**src/hw/rtl/jsu_pkg.sv**
```systemverilog
// Shared types and constants for the JSON string unescape and UTF-8 check block.
package jsu_pkg;

    localparam int COUNT_BITS = 24;
    localparam int CFG_BITS   = 24;
    localparam int SUM_BITS   = ((COUNT_BITS > CFG_BITS) ? COUNT_BITS : CFG_BITS) + 1;

    localparam logic [COUNT_BITS-1:0] COUNT_MAX   = '1;
    localparam logic [CFG_BITS-1:0]   CFG_MAX_RST = CFG_BITS'(65535);

    typedef enum logic [3:0] {
        ST_DATA          = 4'd0,
        ST_DONE          = 4'd1,
        ST_NO_QUOTE      = 4'd2,
        ST_CTRL_CHAR     = 4'd3,
        ST_BAD_ESCAPE    = 4'd4,
        ST_BAD_HEX       = 4'd5,
        ST_HIGH_UNPAIRED = 4'd6,
        ST_LOW_RANGE     = 4'd7,
        ST_LONE_LOW      = 4'd8,
        ST_BAD_UTF8      = 4'd9,
        ST_TOO_LONG      = 4'd10,
        ST_UNTERMINATED  = 4'd11
    } t_status;

    // All words caused by one input item: n words, bytes[0] goes out first.
    typedef struct packed {
        logic [2:0]      n;
        t_status         status;
        logic [3:0][7:0] bytes;
    } t_bundle;

endpackage

```
**src/hw/rtl/jsu_if.sv**
```systemverilog
// Channel interfaces: input items, result words and configuration writes.
interface jsu_item_if;
    logic       valid;
    logic       ready;
    logic       kind;
    logic [7:0] byte_in;

    modport source (output valid, kind, byte_in, input ready);
    modport sink   (input valid, kind, byte_in, output ready);
endinterface

interface jsu_result_if;
    logic       valid;
    logic       ready;
    logic [7:0] out_byte;
    logic [3:0] status;
    logic       last;

    modport source (output valid, out_byte, status, last, input ready);
    modport sink   (input valid, out_byte, status, last, output ready);
endinterface

interface jsu_cfg_if;
    import jsu_pkg::*;
    logic                valid;
    logic                ready;
    logic [CFG_BITS-1:0] max_len;

    modport source (output valid, max_len, input ready);
    modport sink   (input valid, max_len, output ready);
endinterface

```
**src/hw/rtl/jsu_decode.sv**
```systemverilog
// Per-item decoder: parse state, escape and UTF-8 logic, byte limit check.
module jsu_decode (
    input  logic                          i_clk,
    input  logic                          i_rst_n,
    input  logic                          i_fire,
    input  logic                          i_kind,
    input  logic [7:0]                    i_byte,
    input  logic [jsu_pkg::CFG_BITS-1:0]  i_max,
    output logic                          o_emit,
    output jsu_pkg::t_bundle              o_bundle
);
    import jsu_pkg::*;

    typedef enum logic [3:0] {
        PH_IDLE, PH_BODY, PH_ESC, PH_HEX1, PH_SBS, PH_SU, PH_HEX2, PH_UTF8, PH_DONE, PH_ERR
    } t_phase;

    typedef struct packed {
        logic [2:0]      n;
        logic [3:0][7:0] b;
    } t_enc;

    localparam logic [7:0] CH_QUOTE = 8'h22;
    localparam logic [7:0] CH_BSL   = 8'h5C;
    localparam logic [7:0] CH_SLASH = 8'h2F;
    localparam logic [7:0] CH_B     = 8'h62;
    localparam logic [7:0] CH_F     = 8'h66;
    localparam logic [7:0] CH_N     = 8'h6E;
    localparam logic [7:0] CH_R     = 8'h72;
    localparam logic [7:0] CH_T     = 8'h74;
    localparam logic [7:0] CH_U     = 8'h75;

    function automatic logic [4:0] hex_val(input logic [7:0] c);
        logic [4:0] r;
        r = 5'd0;
        if (c >= 8'h30 && c <= 8'h39) r = {1'b1, 4'(c - 8'h30)};
        else if (c >= 8'h61 && c <= 8'h66) r = {1'b1, 4'(c - 8'h57)};
        else if (c >= 8'h41 && c <= 8'h46) r = {1'b1, 4'(c - 8'h37)};
        return r;
    endfunction

    function automatic t_enc encode(input logic [20:0] cp);
        t_enc e;
        e.b = '0;
        if (cp < 21'h80) begin
            e.n = 3'd1;
            e.b[0] = cp[7:0];
        end else if (cp < 21'h800) begin
            e.n = 3'd2;
            e.b[0] = {3'b110, cp[10:6]};
            e.b[1] = {2'b10, cp[5:0]};
        end else if (cp < 21'h10000) begin
            e.n = 3'd3;
            e.b[0] = {4'b1110, cp[15:12]};
            e.b[1] = {2'b10, cp[11:6]};
            e.b[2] = {2'b10, cp[5:0]};
        end else begin
            e.n = 3'd4;
            e.b[0] = {5'b11110, cp[20:18]};
            e.b[1] = {2'b10, cp[17:12]};
            e.b[2] = {2'b10, cp[11:6]};
            e.b[3] = {2'b10, cp[5:0]};
        end
        return e;
    endfunction

    t_phase                r_phase, n_phase;
    logic [1:0]            r_hex_cnt, n_hex_cnt;
    logic [15:0]           r_code, n_code;
    logic [9:0]            r_high, n_high;
    logic [1:0]            r_urem, n_urem;
    logic [2:0]            r_ulen, n_ulen;
    logic [20:0]           r_uval, n_uval;
    logic [2:0][7:0]       r_held, n_held;
    logic [COUNT_BITS-1:0] r_count, n_count;

    logic [4:0]            hv;
    logic [15:0]           unit;
    logic [20:0]           cp;
    t_enc                  enc;
    logic [20:0]           cont_val;
    logic [2:0]            got;
    logic [20:0]           minimum;
    logic                  rel;
    logic [2:0]            rel_n;
    logic [3:0][7:0]       rel_b;
    logic [SUM_BITS-1:0]   total;
    t_status               e_status;
    logic                  emit;

    always_comb begin
        n_phase   = r_phase;
        n_hex_cnt = r_hex_cnt;
        n_code    = r_code;
        n_high    = r_high;
        n_urem    = r_urem;
        n_ulen    = r_ulen;
        n_uval    = r_uval;
        n_held    = r_held;
        n_count   = r_count;
        emit      = 1'b0;
        e_status  = ST_DATA;
        rel       = 1'b0;
        rel_n     = 3'd0;
        rel_b     = '0;

        hv       = hex_val(i_byte);
        unit     = {r_code[11:0], hv[3:0]};
        // A surrogate pair adds 0x10000 to the ten payload bits of each half.
        cp       = (r_phase == PH_HEX2) ? (21'h10000 + {1'b0, r_high, unit[9:0]})
                                        : {5'd0, unit};
        enc      = encode(cp);
        cont_val = {r_uval[14:0], i_byte[5:0]};
        got      = r_ulen - {1'b0, r_urem};
        minimum  = (r_ulen == 3'd2) ? 21'h80 : ((r_ulen == 3'd3) ? 21'h800 : 21'h10000);

        if (i_fire && i_kind) begin
            unique case (r_phase)
                PH_IDLE: begin
                    emit = 1'b1;
                    e_status = ST_NO_QUOTE;
                end
                PH_BODY, PH_ESC, PH_HEX1: begin
                    emit = 1'b1;
                    e_status = ST_UNTERMINATED;
                end
                PH_SBS, PH_SU, PH_HEX2: begin
                    emit = 1'b1;
                    e_status = ST_HIGH_UNPAIRED;
                end
                PH_UTF8: begin
                    emit = 1'b1;
                    e_status = ST_BAD_UTF8;
                end
                default: emit = 1'b0;
            endcase
            n_phase   = PH_IDLE;
            n_hex_cnt = 2'd0;
            n_code    = 16'd0;
            n_high    = 10'd0;
            n_urem    = 2'd0;
            n_ulen    = 3'd0;
            n_uval    = 21'd0;
            n_count   = '0;
        end else if (i_fire) begin
            unique case (r_phase)
                PH_IDLE: begin
                    if (i_byte != CH_QUOTE) begin
                        emit = 1'b1;
                        e_status = ST_NO_QUOTE;
                        n_phase = PH_ERR;
                    end else begin
                        n_phase = PH_BODY;
                    end
                end
                PH_BODY: begin
                    if (i_byte == CH_QUOTE) begin
                        emit = 1'b1;
                        e_status = ST_DONE;
                        n_phase = PH_DONE;
                    end else if (i_byte < 8'h20) begin
                        emit = 1'b1;
                        e_status = ST_CTRL_CHAR;
                        n_phase = PH_ERR;
                    end else if (i_byte == CH_BSL) begin
                        n_phase = PH_ESC;
                    end else if (i_byte < 8'h80) begin
                        rel = 1'b1;
                        rel_n = 3'd1;
                        rel_b[0] = i_byte;
                    end else if (i_byte[7:5] == 3'b110 || i_byte[7:4] == 4'b1110
                                 || i_byte[7:3] == 5'b11110) begin
                        if (i_byte[7:5] == 3'b110) begin
                            n_ulen = 3'd2;
                            n_uval = {16'd0, i_byte[4:0]};
                        end else if (i_byte[7:4] == 4'b1110) begin
                            n_ulen = 3'd3;
                            n_uval = {17'd0, i_byte[3:0]};
                        end else begin
                            n_ulen = 3'd4;
                            n_uval = {18'd0, i_byte[2:0]};
                        end
                        n_held[0] = i_byte;
                        n_urem = 2'(n_ulen - 3'd1);
                        n_phase = PH_UTF8;
                    end else begin
                        emit = 1'b1;
                        e_status = ST_BAD_UTF8;
                        n_phase = PH_ERR;
                    end
                end
                PH_ESC: begin
                    rel = 1'b1;
                    rel_n = 3'd1;
                    unique case (i_byte)
                        CH_QUOTE: rel_b[0] = CH_QUOTE;
                        CH_BSL:   rel_b[0] = CH_BSL;
                        CH_SLASH: rel_b[0] = CH_SLASH;
                        CH_B:     rel_b[0] = 8'h08;
                        CH_F:     rel_b[0] = 8'h0C;
                        CH_N:     rel_b[0] = 8'h0A;
                        CH_R:     rel_b[0] = 8'h0D;
                        CH_T:     rel_b[0] = 8'h09;
                        CH_U: begin
                            rel = 1'b0;
                            n_hex_cnt = 2'd0;
                            n_code = 16'd0;
                            n_phase = PH_HEX1;
                        end
                        default: begin
                            rel = 1'b0;
                            emit = 1'b1;
                            e_status = ST_BAD_ESCAPE;
                            n_phase = PH_ERR;
                        end
                    endcase
                end
                PH_HEX1, PH_HEX2: begin
                    if (!hv[4]) begin
                        emit = 1'b1;
                        e_status = ST_BAD_HEX;
                        n_phase = PH_ERR;
                    end else begin
                        n_code = unit;
                        if (r_hex_cnt != 2'd3) begin
                            n_hex_cnt = r_hex_cnt + 2'd1;
                        end else begin
                            n_hex_cnt = 2'd0;
                            if (r_phase == PH_HEX2) begin
                                if (unit < 16'hDC00 || unit > 16'hDFFF) begin
                                    emit = 1'b1;
                                    e_status = ST_LOW_RANGE;
                                    n_phase = PH_ERR;
                                end else begin
                                    rel = 1'b1;
                                    rel_n = enc.n;
                                    rel_b = enc.b;
                                end
                            end else if (unit >= 16'hD800 && unit <= 16'hDBFF) begin
                                n_high = unit[9:0];
                                n_phase = PH_SBS;
                            end else if (unit >= 16'hDC00 && unit <= 16'hDFFF) begin
                                emit = 1'b1;
                                e_status = ST_LONE_LOW;
                                n_phase = PH_ERR;
                            end else begin
                                rel = 1'b1;
                                rel_n = enc.n;
                                rel_b = enc.b;
                            end
                        end
                    end
                end
                PH_SBS: begin
                    if (i_byte != CH_BSL) begin
                        emit = 1'b1;
                        e_status = ST_HIGH_UNPAIRED;
                        n_phase = PH_ERR;
                    end else begin
                        n_phase = PH_SU;
                    end
                end
                PH_SU: begin
                    if (i_byte != CH_U) begin
                        emit = 1'b1;
                        e_status = ST_HIGH_UNPAIRED;
                        n_phase = PH_ERR;
                    end else begin
                        n_hex_cnt = 2'd0;
                        n_code = 16'd0;
                        n_phase = PH_HEX2;
                    end
                end
                PH_UTF8: begin
                    if (i_byte[7:6] != 2'b10) begin
                        emit = 1'b1;
                        e_status = ST_BAD_UTF8;
                        n_phase = PH_ERR;
                    end else begin
                        n_uval = cont_val;
                        n_urem = r_urem - 2'd1;
                        if (n_urem != 2'd0) begin
                            if (got == 3'd1) n_held[1] = i_byte;
                            else if (got == 3'd2) n_held[2] = i_byte;
                        end else if (cont_val < minimum
                                     || (cont_val >= 21'h00D800 && cont_val <= 21'h00DFFF)
                                     || cont_val > 21'h10FFFF) begin
                            emit = 1'b1;
                            e_status = ST_BAD_UTF8;
                            n_phase = PH_ERR;
                        end else begin
                            rel = 1'b1;
                            rel_n = r_ulen;
                            rel_b[0] = r_held[0];
                            if (r_ulen == 3'd2) begin
                                rel_b[1] = i_byte;
                            end else if (r_ulen == 3'd3) begin
                                rel_b[1] = r_held[1];
                                rel_b[2] = i_byte;
                            end else begin
                                rel_b[1] = r_held[1];
                                rel_b[2] = r_held[2];
                                rel_b[3] = i_byte;
                            end
                        end
                    end
                end
                default: emit = 1'b0;
            endcase
        end

        total = SUM_BITS'(r_count) + SUM_BITS'(rel_n);
        if (rel) begin
            emit = 1'b1;
            if (total > SUM_BITS'(i_max)) begin
                e_status = ST_TOO_LONG;
                n_phase = PH_ERR;
            end else begin
                n_count = (total > SUM_BITS'(COUNT_MAX)) ? COUNT_MAX : COUNT_BITS'(total);
                n_phase = PH_BODY;
            end
        end
    end

    always_ff @(posedge i_clk) begin
        if (!i_rst_n) begin
            r_phase   <= PH_IDLE;
            r_hex_cnt <= 2'd0;
            r_code    <= 16'd0;
            r_high    <= 10'd0;
            r_urem    <= 2'd0;
            r_ulen    <= 3'd0;
            r_uval    <= 21'd0;
            r_count   <= '0;
        end else begin
            r_phase   <= n_phase;
            r_hex_cnt <= n_hex_cnt;
            r_code    <= n_code;
            r_high    <= n_high;
            r_urem    <= n_urem;
            r_ulen    <= n_ulen;
            r_uval    <= n_uval;
            r_count   <= n_count;
        end
    end

    always_ff @(posedge i_clk) begin
        r_held <= n_held;
    end

    assign o_emit          = emit;
    assign o_bundle.status = e_status;
    assign o_bundle.n      = (e_status == ST_DATA) ? rel_n : 3'd1;
    assign o_bundle.bytes  = (e_status == ST_DATA) ? rel_b : '0;

endmodule

```
**src/hw/rtl/jsu_serial.sv**
```systemverilog
// Output stage: holds the words of one item and sends them one per cycle while ready.
module jsu_serial (
    input  logic                 i_clk,
    input  logic                 i_rst_n,
    input  logic                 i_load,
    input  jsu_pkg::t_bundle     i_bundle,
    output logic                 o_free,
    jsu_result_if.source         o_out
);
    import jsu_pkg::*;

    logic       r_valid;
    logic [1:0] r_idx;
    t_bundle    r_bundle;
    logic       last;

    assign last = ({1'b0, r_idx} + 3'd1) == r_bundle.n;

    // The stage can take a new item while its final word leaves.
    assign o_free = !r_valid || (o_out.ready && last);

    always_ff @(posedge i_clk) begin
        if (!i_rst_n) begin
            r_valid <= 1'b0;
            r_idx   <= 2'd0;
        end else if (i_load) begin
            r_valid <= 1'b1;
            r_idx   <= 2'd0;
        end else if (r_valid && o_out.ready) begin
            if (last) r_valid <= 1'b0;
            else      r_idx   <= r_idx + 2'd1;
        end
    end

    always_ff @(posedge i_clk) begin
        if (i_load) r_bundle <= i_bundle;
    end

    assign o_out.valid    = r_valid;
    assign o_out.out_byte = (r_bundle.status == ST_DATA) ? r_bundle.bytes[r_idx] : 8'd0;
    assign o_out.status   = r_bundle.status;
    assign o_out.last     = last;

`ifndef SYNTHESIS
    a_count_range: assert property (@(posedge i_clk) disable iff (!i_rst_n)
        r_valid |-> (r_bundle.n != 3'd0 && r_bundle.n <= 3'd4))
        else $error("word count of held item out of range");
    a_status_single: assert property (@(posedge i_clk) disable iff (!i_rst_n)
        (r_valid && r_bundle.status != ST_DATA) |-> (r_bundle.n == 3'd1))
        else $error("status word is not alone");
    a_idx_range: assert property (@(posedge i_clk) disable iff (!i_rst_n)
        r_valid |-> ({1'b0, r_idx} < r_bundle.n))
        else $error("word index past item end");
    a_load_free: assert property (@(posedge i_clk) disable iff (!i_rst_n)
        i_load |-> o_free)
        else $error("item loaded over unsent words");
`endif

endmodule

```
**src/hw/rtl/json_string_unescape_validate.sv**
```systemverilog
// Top level: input register, limit register, decoder and output stage.
//
//  channel  dir  word contents                       completes when
//  i_in     in   kind, byte_in                       valid & ready
//  o_out    out  out_byte, status, last              valid & ready
//  i_cfg    in   max_len (24 bits)                   valid & ready (ready always high)
//
// An item enters the input register and is decoded once the output stage is free;
// its words appear in the next cycle. An item yields up to 4 words; the rate is one
// item per cycle when each item yields at most one word and the output is not
// stalled. A stalled output holds the input register, and input ready then drops.
// Reset clears all control state and sets the limit to 65535.
module json_string_unescape_validate (
    input  logic         i_clk,
    input  logic         i_rst_n,
    jsu_item_if.sink     i_in,
    jsu_result_if.source o_out,
    jsu_cfg_if.sink      i_cfg
);
    import jsu_pkg::*;

    logic                r_in_valid;
    logic                r_in_kind;
    logic [7:0]          r_in_byte;
    logic [CFG_BITS-1:0] r_max;
    logic                ser_free;
    logic                fire;
    logic                dec_emit;
    t_bundle             dec_bundle;

    assign fire        = r_in_valid && ser_free;
    assign i_in.ready  = !r_in_valid || fire;
    assign i_cfg.ready = 1'b1;

    always_ff @(posedge i_clk) begin
        if (!i_rst_n) begin
            r_in_valid <= 1'b0;
            r_max      <= CFG_MAX_RST;
        end else begin
            if (i_in.valid && i_in.ready) r_in_valid <= 1'b1;
            else if (fire)                r_in_valid <= 1'b0;
            if (i_cfg.valid) r_max <= i_cfg.max_len;
        end
    end

    always_ff @(posedge i_clk) begin
        if (i_in.valid && i_in.ready) begin
            r_in_kind <= i_in.kind;
            r_in_byte <= i_in.byte_in;
        end
    end

    jsu_decode u_decode (
        .i_clk    (i_clk),
        .i_rst_n  (i_rst_n),
        .i_fire   (fire),
        .i_kind   (r_in_kind),
        .i_byte   (r_in_byte),
        .i_max    (r_max),
        .o_emit   (dec_emit),
        .o_bundle (dec_bundle)
    );

    jsu_serial u_serial (
        .i_clk    (i_clk),
        .i_rst_n  (i_rst_n),
        .i_load   (fire && dec_emit),
        .i_bundle (dec_bundle),
        .o_free   (ser_free),
        .o_out    (o_out)
    );

`ifndef SYNTHESIS
    a_hold_stalled: assert property (@(posedge i_clk) disable iff (!i_rst_n)
        (r_in_valid && !ser_free) |=> (r_in_valid && $stable(r_in_kind)
                                       && $stable(r_in_byte)))
        else $error("buffered item lost while output stalled");
    a_no_take_full: assert property (@(posedge i_clk) disable iff (!i_rst_n)
        (r_in_valid && !fire) |-> !i_in.ready)
        else $error("input taken over an undecoded item");
    a_out_follows: assert property (@(posedge i_clk) disable iff (!i_rst_n)
        (fire && dec_emit) |=> o_out.valid)
        else $error("decoded words not presented");
`endif

endmodule

```
**src/flat_wrapper.sv**
```systemverilog
// flat-port wrapper written by rule: the top's interface ports become plain ports
module json_string_unescape_validate_flat import jsu_pkg::*;
  (i_clk, i_rst_n, i_in_valid, i_in_kind, i_in_byte_in, i_in_ready, o_out_valid, o_out_out_byte, o_out_status, o_out_last, o_out_ready, i_cfg_valid, i_cfg_max_len, i_cfg_ready);
  jsu_item_if i_in_i ();
  jsu_result_if o_out_i ();
  jsu_cfg_if i_cfg_i ();
  input  logic i_clk;
  input  logic i_rst_n;
  input wire logic [$bits(i_in_i.valid)-1:0] i_in_valid;
  input wire logic [$bits(i_in_i.kind)-1:0] i_in_kind;
  input wire logic [$bits(i_in_i.byte_in)-1:0] i_in_byte_in;
  output wire logic [$bits(i_in_i.ready)-1:0] i_in_ready;
  output wire logic [$bits(o_out_i.valid)-1:0] o_out_valid;
  output wire logic [$bits(o_out_i.out_byte)-1:0] o_out_out_byte;
  output wire logic [$bits(o_out_i.status)-1:0] o_out_status;
  output wire logic [$bits(o_out_i.last)-1:0] o_out_last;
  input wire logic [$bits(o_out_i.ready)-1:0] o_out_ready;
  input wire logic [$bits(i_cfg_i.valid)-1:0] i_cfg_valid;
  input wire logic [$bits(i_cfg_i.max_len)-1:0] i_cfg_max_len;
  output wire logic [$bits(i_cfg_i.ready)-1:0] i_cfg_ready;
  assign i_in_i.valid = i_in_valid;
  assign i_in_i.kind = i_in_kind;
  assign i_in_i.byte_in = i_in_byte_in;
  assign i_in_ready = i_in_i.ready;
  assign o_out_valid = o_out_i.valid;
  assign o_out_out_byte = o_out_i.out_byte;
  assign o_out_status = o_out_i.status;
  assign o_out_last = o_out_i.last;
  assign o_out_i.ready = o_out_ready;
  assign i_cfg_i.valid = i_cfg_valid;
  assign i_cfg_i.max_len = i_cfg_max_len;
  assign i_cfg_ready = i_cfg_i.ready;
  json_string_unescape_validate u_core (.i_clk(i_clk), .i_rst_n(i_rst_n), .i_in(i_in_i), .o_out(o_out_i), .i_cfg(i_cfg_i));
endmodule
```
**config.mk**
```make
export PLATFORM = sky130hd
export DESIGN_NAME = json_string_unescape_validate_flat
export DESIGN_NICKNAME = d
export VERILOG_FILES = /design/src/hw/rtl/jsu_pkg.sv /design/src/hw/rtl/jsu_if.sv /design/src/hw/rtl/jsu_decode.sv /design/src/hw/rtl/jsu_serial.sv /design/src/hw/rtl/json_string_unescape_validate.sv /design/src/flat_wrapper.sv
export SDC_FILE = /design/constraint.sdc
export NUM_CORES = 1
export LEC_CHECK = 0
export BUFFER_PORTS_ARGS = -buffer_cell sky130_fd_sc_hd__buf_4
export CAP_MARGIN = 25
export CORE_UTILIZATION = 31
export CTS_CLUSTER_DIAMETER = 80
export DETAILED_ROUTE_END_ITERATION = 10
export PLACE_DENSITY = 0.5
export SLEW_MARGIN = 30
export SYNTH_ARGS = -nofsm -noshare
export SYNTH_HDL_FRONTEND = slang
export SYNTH_SLANG_ARGS = --single-unit
```
**constraint.sdc**
```tcl
create_clock -name i_clk -period 7.55 [get_ports i_clk]
set_clock_uncertainty 0.2 [all_clocks]
set_input_delay 1.1325 -clock i_clk [delete_from_list [all_inputs] [get_ports i_clk]]
set_output_delay 1.1325 -clock i_clk [all_outputs]
set_load 0.005 [all_outputs]
```
=== After elaboration in Yosys (flattened, before gate mapping) ===
Cells that the tools add are included.

* Add/sub/neg operators: 11
* Equal/unequal tests: 45
* Magnitude comparators: 24
* Bitwise gates (word level): 13
* Reductions and logical operators: 51
* Muxes and demuxes: 187

{| class="wikitable"
|+ Operators by type and width
! kind !! count
|-
| $mux 32 || 9
|-
| $mux 24 || 7
|-
| $mux 4 || 39
|-
| $mux 15 || 6
|-
| $mux 3 || 28
|-
| $mux 8 || 10
|-
| $mux 16 || 4
|-
| $eq 8x7->1 const B || 7
|-
| $pmux 4 s7 || 2
|-
| $pmux 7 s8 || 1
|-
| $pmux 24 s2 || 1
|-
| $mux 1 || 47
|-
| $mux 12 || 3
|-
| $pmux 12 s3 || 1
|-
| $mux 17 || 2
|-
| $ge 16x16->1 const B || 2
|-
| $le 16x16->1 const B || 2
|-
| $pmux 8 s4 || 1
|-
| $pmux 15 s2 || 1
|-
| $add 24x3->25 || 1
|-
| $gt 25x24->1 || 1
|-
| $gt 25x24->1 const B || 1
|-
| $mux 2 || 11
|-
| $mux 22 || 1
|-
| other kinds (69) || 143
|}

* Word-level logic and storage cells: 354
* Output and inout bits: 16
* Flip-flop bits (word level): 172
* Input bits: 38

=== Logic depth before layout (Yosys ltp) ===
Gate-level depths: netlist of run 1.

* Word-level depth: 26
* Gate-level depth with buffers: 30
* Gate-level depth less buffers: 27

=== Modules after synthesis ===
A second synthesis of run 1 with hierarchy kept.

* Cell total of the unflattened synthesis: 1,138
* Area total of the unflattened synthesis: 10,427.5 um2

{| class="wikitable"
|+ Modules (own cells, without submodules)
! module !! sequential area each (um2) !! area each (um2) !! instances !! cells each
|-
| jsu_decode || 2,162.1 || 7,452.1 || 1 || 954
|-
| jsu_serial || 1,231.2 || 1,756.7 || 1 || 89
|-
| json_string_unescape_validate || 770.7 || 1,218.7 || 1 || 95
|}

=== Least setup slack after synthesis of run 1 ===
No wires, ideal clock.

* Kind: flip-flop to flip-flop
* Start point: register u_core.r_in_byte[0]
* End point: register u_core.u_serial.r_bundle[36] in the netlist's numbering, data pin
* Clock period less this slack: 7.006 ns
* Data arrival time: 6.541 ns
* Slack: 0.544 ns
* Data required time: 7.085 ns
* Cell stages (with the launch flop): 27
* Buffers on the path: 1
* Setup time: 0.265 ns
* Path through: edfxtp_1 -> clkbuf_1 -> inv_1 -> ha_1 -> o21bai_1 -> a2111oi_4 -> a21o_2 -> nand4_1 -> nor2_1 -> a22oi_1 -> or2_2 -> fa_1 -> nand2b_1 -> a211oi_1 -> and4_1 -> and2_1 -> nor2_1 -> or2_2 -> ha_1 -> or3_1 -> o211ai_1 -> o311ai_0 -> o21ai_0 -> a41oi_1 -> nor2_1 -> o211ai_4 -> or3_1

* Word-level cells in the longest chain between the ends: 24
* Elaborated cells between the ends (all ways): 113
* Classes of those cells: 5 x add/sub; 22 x order compare; 12 x eq/ne; 62 x mux; 12 x reduce/logical

{| class="wikitable"
|+ Ends and longest elaborated chain
! element !! line !! text
|-
| from (decl) || json_string_unescape_validate.sv:24 || <nowiki>logic [7:0] r_in_byte;</nowiki>
|-
| from (signal assigned) || json_string_unescape_validate.sv:49 || <nowiki>r_in_byte <= i_in.byte_in;</nowiki>
|-
| $ge 8x7->1 or $le 8x7->1 (tied branches) || jsu_decode.sv:38 || <nowiki>else if (c >= 8'h41 && c <= 8'h46) r = {1'b1, 4'(c - 8'h37)};</nowiki>
|-
| $logic_and 1x1->1 || jsu_decode.sv:38 ||
|-
| $mux 5 || jsu_decode.sv:38 ||
|-
| $mux 5 || jsu_decode.sv:37 || <nowiki>else if (c >= 8'h61 && c <= 8'h66) r = {1'b1, 4'(c - 8'h57)};</nowiki>
|-
| $mux 5 || jsu_decode.sv:36 || <nowiki>if (c >= 8'h30 && c <= 8'h39) r = {1'b1, 4'(c - 8'h30)};</nowiki>
|-
| $add 17x20->21 || jsu_decode.sv:110 || <nowiki>cp = (r_phase == PH_HEX2) ? (21'h10000 + {1'b0, r_high, unit[9:0]})</nowiki>
|-
| $mux 21 || jsu_decode.sv:110 ||
|-
| $lt 21x17->1 || jsu_decode.sv:52 || <nowiki>end else if (cp < 21'h10000) begin</nowiki>
|-
| [... 8 more ...] || -- ||
|-
| $pmux 3 s4 || jsu_decode.sv:146 || <nowiki>unique case (r_phase)</nowiki>
|-
| $mux 3 || jsu_decode.sv:145 || <nowiki>end else if (i_fire) begin</nowiki>
|-
| $mux 3 || jsu_decode.sv:117 || <nowiki>if (i_fire && i_kind) begin</nowiki>
|-
| $add 24x3->25 || jsu_decode.sv:312 || <nowiki>total = SUM_BITS'(r_count) + SUM_BITS'(rel_n);</nowiki>
|-
| $gt 25x24->1 || jsu_decode.sv:315 || <nowiki>if (total > SUM_BITS'(i_max)) begin</nowiki>
|-
| $mux 4 || jsu_decode.sv:315 ||
|-
| $mux 4 || jsu_decode.sv:313 || <nowiki>if (rel) begin</nowiki>
|-
| $logic_not 4->1 || jsu_decode.sv:353 || <nowiki>assign o_bundle.n = (e_status == ST_DATA) ? rel_n : 3'd1;</nowiki>
|-
| to (signal assigned) || jsu_serial.sv:36 || <nowiki>if (i_load) r_bundle <= i_bundle;</nowiki>
|-
| to (decl) || jsu_serial.sv:14 || <nowiki>t_bundle r_bundle;</nowiki>
|}

Parallel ways exist; a longest one is shown, timed or not.
A chain may end at the register's enable or synchronous reset.

=== Worst setup path in the final report of run 1 ===
* Start point: register u_core.r_in_byte[0]
* End point: register u_core.u_serial.r_bundle[36] in the netlist's numbering, data pin

* Word-level cells in the longest chain between the ends: 24
* Elaborated cells between the ends (all ways): 113
* Classes of those cells: 5 x add/sub; 22 x order compare; 12 x eq/ne; 62 x mux; 12 x reduce/logical

{| class="wikitable"
|+ Ends and longest elaborated chain
! element !! line !! text
|-
| $ge 8x7->1 or $le 8x7->1 (tied branches) || jsu_decode.sv:38 ||
|-
| $logic_and 1x1->1 || jsu_decode.sv:38 ||
|-
| $mux 5 || jsu_decode.sv:38 ||
|-
| $mux 5 || jsu_decode.sv:37 ||
|-
| $mux 5 || jsu_decode.sv:36 ||
|-
| $add 17x20->21 || jsu_decode.sv:110 ||
|-
| $mux 21 || jsu_decode.sv:110 ||
|-
| $lt 21x17->1 || jsu_decode.sv:52 ||
|-
| [... 9 more ...] || -- ||
|-
| $mux 3 * || jsu_decode.sv:145 ||
|-
| $mux 3 * || jsu_decode.sv:117 ||
|-
| named net u_core.u_decode.rel_n[0] || jsu_decode.sv:85 || <nowiki>logic [2:0] rel_n;</nowiki>
|-
| $add 24x3->25 || jsu_decode.sv:312 ||
|-
| $gt 25x24->1 || jsu_decode.sv:315 ||
|-
| $mux 4 || jsu_decode.sv:315 ||
|-
| $mux 4 || jsu_decode.sv:313 ||
|-
| $logic_not 4->1 || jsu_decode.sv:353 ||
|}

Mark *: on every way through the listed nets, which the timed path passes. The rest lies on a longest branch.

==> impl_metrics.csv, run 1 <==
group,metric,value,unit
layout,diodes,0,
yosys,netlist_top_cells_area,"edfxtp_1 (21%), dfxtp_1 (19%), ha_1 (4.6%), nand2_1 (3.8%), a21oi_1 (3.3%)",
global_routing,grt_pass1_wl,47700,µm
global_routing,grt_util_met3,0.0295,
sta,worst_pin_slew,0.972,ns
yosys,yosysUniqueCellTypes,90,
clock_network,cts_buffer_depth,2,
layout,final_common_cell,"nand2_1",
yosys,syn_inst,1128,
critical_path,path_max_fanout,34,
clock_network,clk-insertion-delay-late,0.45,ns
yosys,ys_ff_latch,172,
floorplan,die_w,186,µm
power,irDropWorstVdd,0.167,mV
yosys,synth_edf_count,72,
global_routing,grt_usage,0.182,
place,io_buffers,52,
power,p_per_area,171,nW/µm²
yosys,synthesis.nets,1206,
clock_network,cts_tree,"yes",
yosys,netlist_area,10400,µm²
route,drtIter0Drc,770,
layout,most-common-layout-cells,"nand2_1 (106), buf_4 (100), dfxtp_1 (100)",
route,drc,0,
global_routing,grtUsageMet1,0.256,
global_routing,grtUsageMet2,0.283,
sta,period_minus_slack,7.17,ns
floorplan,num_rows,66,
yosys,yosys_warnings,0,
worst_hold_path,hold_path_class,"flip-flop to flip-flop",
sta,slew_headroom,0.350,
critical_path,crit_required,7.55,ns
place,dpl.cell_count,1591,
critical_path,rr_startpoint,"u_core.r_in_byte[0]$_DFFE_PP_",
critical_path,endpoint_kind,"flip-flop",
layout,drive_above_1_share,0.198,
yosys,synth.avg_cell_area,9.26,µm²
sta,maxSlewViolCount,0,
sta,hold_viol_final,0,
floorplan,core_area,32900,µm²
clock_network,cts_buffers,17,
route,firstDrtPassIters,5,
critical_path,cp.arrival,7.16,ns
floorplan,start_util,0.318,
clock_network,cts.reportedPaths.clkPinSlew,0.07,ns
layout,fillers,3400,
sta,period_share,0.949,
sta,rsz0062_at_grt,"no",
status,status,"finished, final reports clean",
power,leakagePower,4.32,nW
clock_network,post_cts_buffers,0,
place,dp_hpwl,22500,µm
layout,fin_cells,1623,
clock_network,clock-sinks,172,
yosys,synth-async-reset-ratio,0,
sta,finalSetupTns,0,ns
global_routing,grt_pass1_vias,8179,
yosys,ys_seq_area_frac,0.399,
sta,setup_viol,0,
job,maxCapViolCount,0,
critical_path,startpoint,"u_core.r_in_byte[0]$_DFFE_PP_",
critical_path,cp-start-kind,"flip-flop",
layout,nets,1246,
yosys,synth_top_area_cell,"edfxtp_1",
global_routing,grt_max_degree,45,
global_routing,antenna_found_initial,0,
route,viasPerCell,5.31,
floorplan,die-area,34400,µm²
floorplan,dieHeight,186,µm
route,wl_per_cell,18.9,µm
global_routing,grt_overflow,0,
place,gp_congestion,0.929,
power,report.power.total,0.00205,W
route,routed_wl,30700,µm
floorplan,io_pins,54,
route,antenna_left,0,
yosys,ys.flop_type,"dfxtp_1",
sta,fmax,140,MHz
layout,synthToLayoutAreaGrowth,14.7,%
critical_path,crit_type,"flip-flop to flip-flop",
yosys,yosysTopAreaCellShare,0.207,
clock_network,root_buffer,"clkbuf_16",
global_routing,grt.busiest_layer,"met2",
clock_network,cts_max_level,4,
worst_hold_path,holdCritStartpoint,"u_core.u_decode.r_hex_cnt[1]$_SDFFE_PP0P_",
route,vias,8612,
==> cells by family after synthesis <==
family,synth area share
buffers and inverters,0.0614
XOR/XNOR,0.0201
AO/OA/AOI/OAI,0.186
multiplexers,0.0608
AND/OR/NAND/NOR,0.223
adder cells (fa/ha/maj),0.0493
flip-flops,0.399
other,0.000719
==> registers in the layout, summed over array words and instances, names as in the netlist, 2 cells and up <==
register / cells
u_core.u_decode.r_urem: 2
u_core.u_decode.r_phase: 4
u_core.u_decode.r_ulen: 3
u_core.u_decode.r_hex_cnt: 2
u_core.u_serial.r_idx: 2
u_core.r_max: 24
u_core.u_decode.r_code: 12
u_core.u_decode.r_held: 24
u_core.u_decode.r_uval: 15
u_core.r_in_byte: 8
u_core.u_decode.r_high: 10
u_core.u_decode.r_count: 24
u_core.u_serial.o_out.status: 4
u_core.u_serial.r_bundle: 35
==> layer usage <==
metal	up-vias	wire (µm)
met2	238	13700
li1	4232	-
met4	0	643
met5	-	0
met3	41	1430
met1	4101	14800
==> metrics by stage <==
stage / hold WS, ns / util / area [µm²] / setup WS [ns]
2_1_floorplan: 0.236 / - / 10400 / 0.544
3_3_place_gp: 0.246 / 0.346 / 11400 / 0.415
3_5_place_dp: 0.257 / 0.347 / 11400 / 0.303
4_1_cts: 0.265 / 0.364 / 12000 / 0.247
5_1_grt: 0.299 / 0.365 / 12000 / 0.0110
6_report: 0.258 / 0.365 / 12000 / 0.383
==> timing repair <==
action,CTS,global route
hold buffers,0,0
setup endpoints to repair,0,50
gates resized for setup,0,2
==> power by group <==
| part | switching, W | total, W | internal (W) |
|---|---|---|---|
| combinational | 0.000120 | 0.000192 | 0.0000719 |
| sequential | 0.0000131 | 0.00101 | 0.000993 |
| clock | 0.000396 | 0.000847 | 0.000451 |
| total | 0.000529 | 0.00205 | 0.00152 |
==> area by class of cell <==
| type | count | area, µm² | area share |
|---|---|---|---|
| multi-input combinational | 816 | 5690 | 0.475 |
| tap | 442 | 553 | 0.0461 |
| clock inverter | 11 | 83.8 | 0.00700 |
| inverter | 59 | 221 | 0.0185 |
| clock buffer | 21 | 472 | 0.0394 |
| timing repair buffer | 102 | 798 | 0.0666 |
| sequential | 172 | 4160 | 0.347 |
==> final timing paths <==
kind                                                                   end  slack, ns  cells past startpoint
worst max-delay path            u_core.u_serial.r_bundle[36]$_SDFFCE_PP1P_       0.38                     26
worst min-delay path             u_core.u_decode.r_hex_cnt[1]$_SDFFE_PP0P_       0.26                      2
worst max register to register  u_core.u_serial.r_bundle[36]$_SDFFCE_PP1P_       0.38                     26
worst min register to register   u_core.u_decode.r_hex_cnt[1]$_SDFFE_PP0P_       0.26                      2
==> Yosys cell counts, drive strengths merged (7+ instances only) <==
master and instances:
ha 38, a31oi 7, nand2 107, a22oi 25, or2 9, mux2 12
dfxtp 100, nand2b 9, mux4 8, inv 59, o211ai 38, a21oi 78
and2 9, nor4 7, xnor2 17, and3 11, a211oi 9, nor2 85
buf 37, nand3 58, a221oi 7, edfxtp 72, mux2i 32, nor3 52
nor2b 17, o21ai 50, xor2 7, clkbuf 44, nand4 20
==> critical path: stages, from the launching register on <==
cell	delay, ns
edfxtp_1	0.52
ha_1	0.25
nand3_1	0.22
o211a_1	0.34
a31o_2	0.29
nor4_4	0.45
a211oi_1	0.14
a21oi_1	0.25
ha_1	0.22
inv_1	0.06
fa_1	0.39
nand2b_1	0.20
a211oi_1	0.41
and4_1	0.36
and2_1	0.18
nor2_1	0.05
or2_2	0.29
ha_1	0.19
or3_1	0.36
o211ai_1	0.11
o311ai_2	0.17
o21ai_0	0.19
a41oi_1	0.09
nor2_1	0.33
o211ai_4	0.13
buf_12	0.19
or3_1	0.33
Power figures use the tool's default switching activity.
==> inputs of run 2 (changes only) <==
- CORE_MARGIN: default -> 4
==> run 2 against run 1 <==
Net effect:
- count of clock-buffer cells in the layout is 4 lower
- worst setup slack better by 0.12 ns
- highest routed layer unchanged
- routed wire length is 0.50% lower
- sequential share of layout area is 0.13 points lower
- critical path type unchanged
==> impl_metrics.csv, run 2 (synthesized netlist as in run 1, its figures left out) <==
group,metric,value,unit
critical_path,cpPeakStageDelay,0.89,ns
worst_hold_path,whs_path_depth,2,
floorplan,die_w,192,µm
global_routing,grt.busiest_layer,"met2",
critical_path,r2r_setup_slack,0.50,ns
power,irDropWorstVdd,0.147,mV
layout,final_common_cell,"nand2_1",
critical_path,crit_type,"flip-flop to flip-flop",
critical_path,cp.arrival,7.00,ns
layout,fillers,3407,
sta,worst_pin_slew,1.03,ns
route,wl_per_cell,18.8,µm
critical_path,crit_required,7.50,ns
layout,fin_util,0.366,
layout,most-common-layout-cells,"nand2_1 (106), buf_4 (100), dfxtp_1 (100)",
global_routing,grt_util_met3,0.0267,
floorplan,die-area,36700,µm²
job,maxCapViolCount,0,
place,dp_hpwl,22600,µm
sta,setup_viol,0,
clock_network,cts_buffers,17,
route,antenna_left,0,
critical_path,critPathTopFamily,"simple AND/OR/NAND/NOR gates",
status,status,"finished, final reports clean",
global_routing,antenna_found_initial,0,
critical_path,startpoint,"u_core.r_in_byte[1]$_DFFE_PP_",
floorplan,io_pins,54,
sta,slew_headroom,0.305,
critical_path,worstReg2RegEnd,"u_core.u_serial.r_bundle[2]$_SDFFCE_PP0P_",
layout,fin_cells,1623,
place,dpl.cell_count,1591,
floorplan,num_rows,66,
floorplan,dieHeight,192,µm
layout,diodes,0,
layout,synthToLayoutAreaGrowth,15.1,%
power,report.power.total,0.00206,W
place,io_buffers,52,
layout,largest_reg_flops,35,
layout,nets,1246,
route,drtIter0Drc,606,
clock_network,cts.reportedPaths.clkPinSlew,0.08,ns
global_routing,grt_max_degree,45,
sta,period_minus_slack,7.05,ns
critical_path,rr_startpoint,"u_core.r_in_byte[1]$_DFFE_PP_",
worst_hold_path,min_to,"u_core.u_decode.r_hex_cnt[1]$_SDFFE_PP0P_",
route,vias,8715,
critical_path,path_max_fanout,34,
global_routing,grt_pass1_vias,8405,
clock_network,post_cts_buffers,0,
route,firstDrtPassIters,5,
clock_network,root_buffer,"clkbuf_16",
sta,period_share,0.933,
sta,maxSlewViolCount,0,
route,routed_wl,30500,µm
global_routing,grt_usage,0.167,
global_routing,grt_overflow,0,
layout,finalInstanceArea,12000,µm²
floorplan,start_util,0.318,
clock_network,cts_tree,"yes",
route,viasPerCell,5.37,
global_routing,grtUsageMet2,0.260,
place,place_area,11400,µm²
sta,fin_ws,0.504,ns
route,drc,0,
critical_path,cp.buffers_inverters,4,
power,leakagePower,4.33,nW
sta,rsz0062_at_grt,"yes",
critical_path,r2r_cells,27,
clock_network,clock-sinks,172,
global_routing,grtUsageMet1,0.232,
layout,drive_above_1_share,0.203,
place,pre_cts_ws,0.297,ns
critical_path,endpoint_kind,"flip-flop",
layout,top_register,"u_core.u_serial.r_bundle",
critical_path,cp-start-kind,"flip-flop",
place,gp_congestion,0.953,
worst_hold_path,holdCritStartpoint,"u_core.u_decode.r_hex_cnt[1]$_SDFFE_PP0P_",
clock_network,cts_max_level,4,
power,p_per_area,171,nW/µm²
sta,hold_viol_final,0,
sta,fmax,142,MHz
worst_hold_path,hold_path_class,"flip-flop to flip-flop",
critical_path,critPathSlowestCell,"nor4_1",
global_routing,grt_pass1_wl,48000,µm
clock_network,cts_buffer_depth,2,
floorplan,core_area,32900,µm²
clock_network,clk-insertion-delay-late,0.45,ns
## run 2: cell types whose count changed in the layout (fill, tap and decap cells not counted), moves of 2 or more
cell      before  now
clkbuf_1       2    0
clkinv_4       4    1
inv_8          0    2
clkinv_1       1    3
nor2_2         1    3
nor2b_2        0    3
nor2_1        82   80
inv_6          2    5
nor2b_1       17   14
## run 2: worst max path at each step
stage,slack (ns),to,cells past startpoint
floorplan,0.54,u_core.u_serial.r_bundle[36]$_SDFFCE_PP1P_,26
global placement,0.34,u_core.u_serial.r_bundle[14]$_SDFFCE_PP0P_,27
detailed placement,0.30,u_core.u_serial.r_bundle[2]$_SDFFCE_PP0P_,28
CTS,0.24,u_core.u_serial.r_bundle[2]$_SDFFCE_PP0P_,28
global route,-0.01,u_core.u_serial.r_bundle[14]$_SDFFCE_PP0P_,28
finish,0.50,u_core.u_serial.r_bundle[2]$_SDFFCE_PP0P_,27
## run 2: worst register-to-register path, delay by kind of cell (launching register included)
kind / cells / cell delay [ns]
buffers and inverters: 4 / 0.59
xor gates and xnor gates: 1 / 0.15
AOI/OAI and AO/OA: 10 / 2.03
and+or+nand+nor: 8 / 2.10
adders and majority gates: 4 / 1.16
DFF: 1 / 0.51
## run 2: final cells by class
| type | count | area, µm² | area share |
|---|---|---|---|
| clock inverter | 15 | 136 | 0.0113 |
| tap | 442 | 553 | 0.0460 |
| sequential | 172 | 4160 | 0.346 |
| multi-input combinational | 816 | 5730 | 0.476 |
| inverter | 59 | 221 | 0.0184 |
| timing repair buffer | 102 | 798 | 0.0664 |
| clock buffer | 17 | 425 | 0.0354 |
## run 2: what timing repair did
item	4_1_cts	5_1_grt
endpoints found under the setup margin	0	60
gates resized for setup	0	8
hold buffers	0	0
## run 2: power by group
part | internal, W | switching (W) | leakage (nW)
Combinational | 0.0000728 | 0.000117 | 2.56
Clock | 0.000459 | 0.000403 | 0.268
Sequential | 0.000993 | 0.0000162 | 1.49
Total | 0.00153 | 0.000536 | 4.33
## run 2: through the flow
step / hold slack (ns) / setup TNS (ns)
2_1_floorplan: 0.236 / 0
3_3_place_gp: 0.245 / 0
3_5_place_dp: 0.251 / 0
4_1_cts: 0.259 / 0
5_1_grt: 0.281 / -0.00969
6_report: 0.256 / 0
## run 2: layer usage
| layer | part of all wire | vias to the layer above |
|---|---|---|
| met5 | 0 | - |
| met3 | 0.044 | 57 |
| li1 | - | 4245 |
| met1 | 0.47 | 4179 |
| met4 | 0.032 | 0 |
| met2 | 0.45 | 234 |
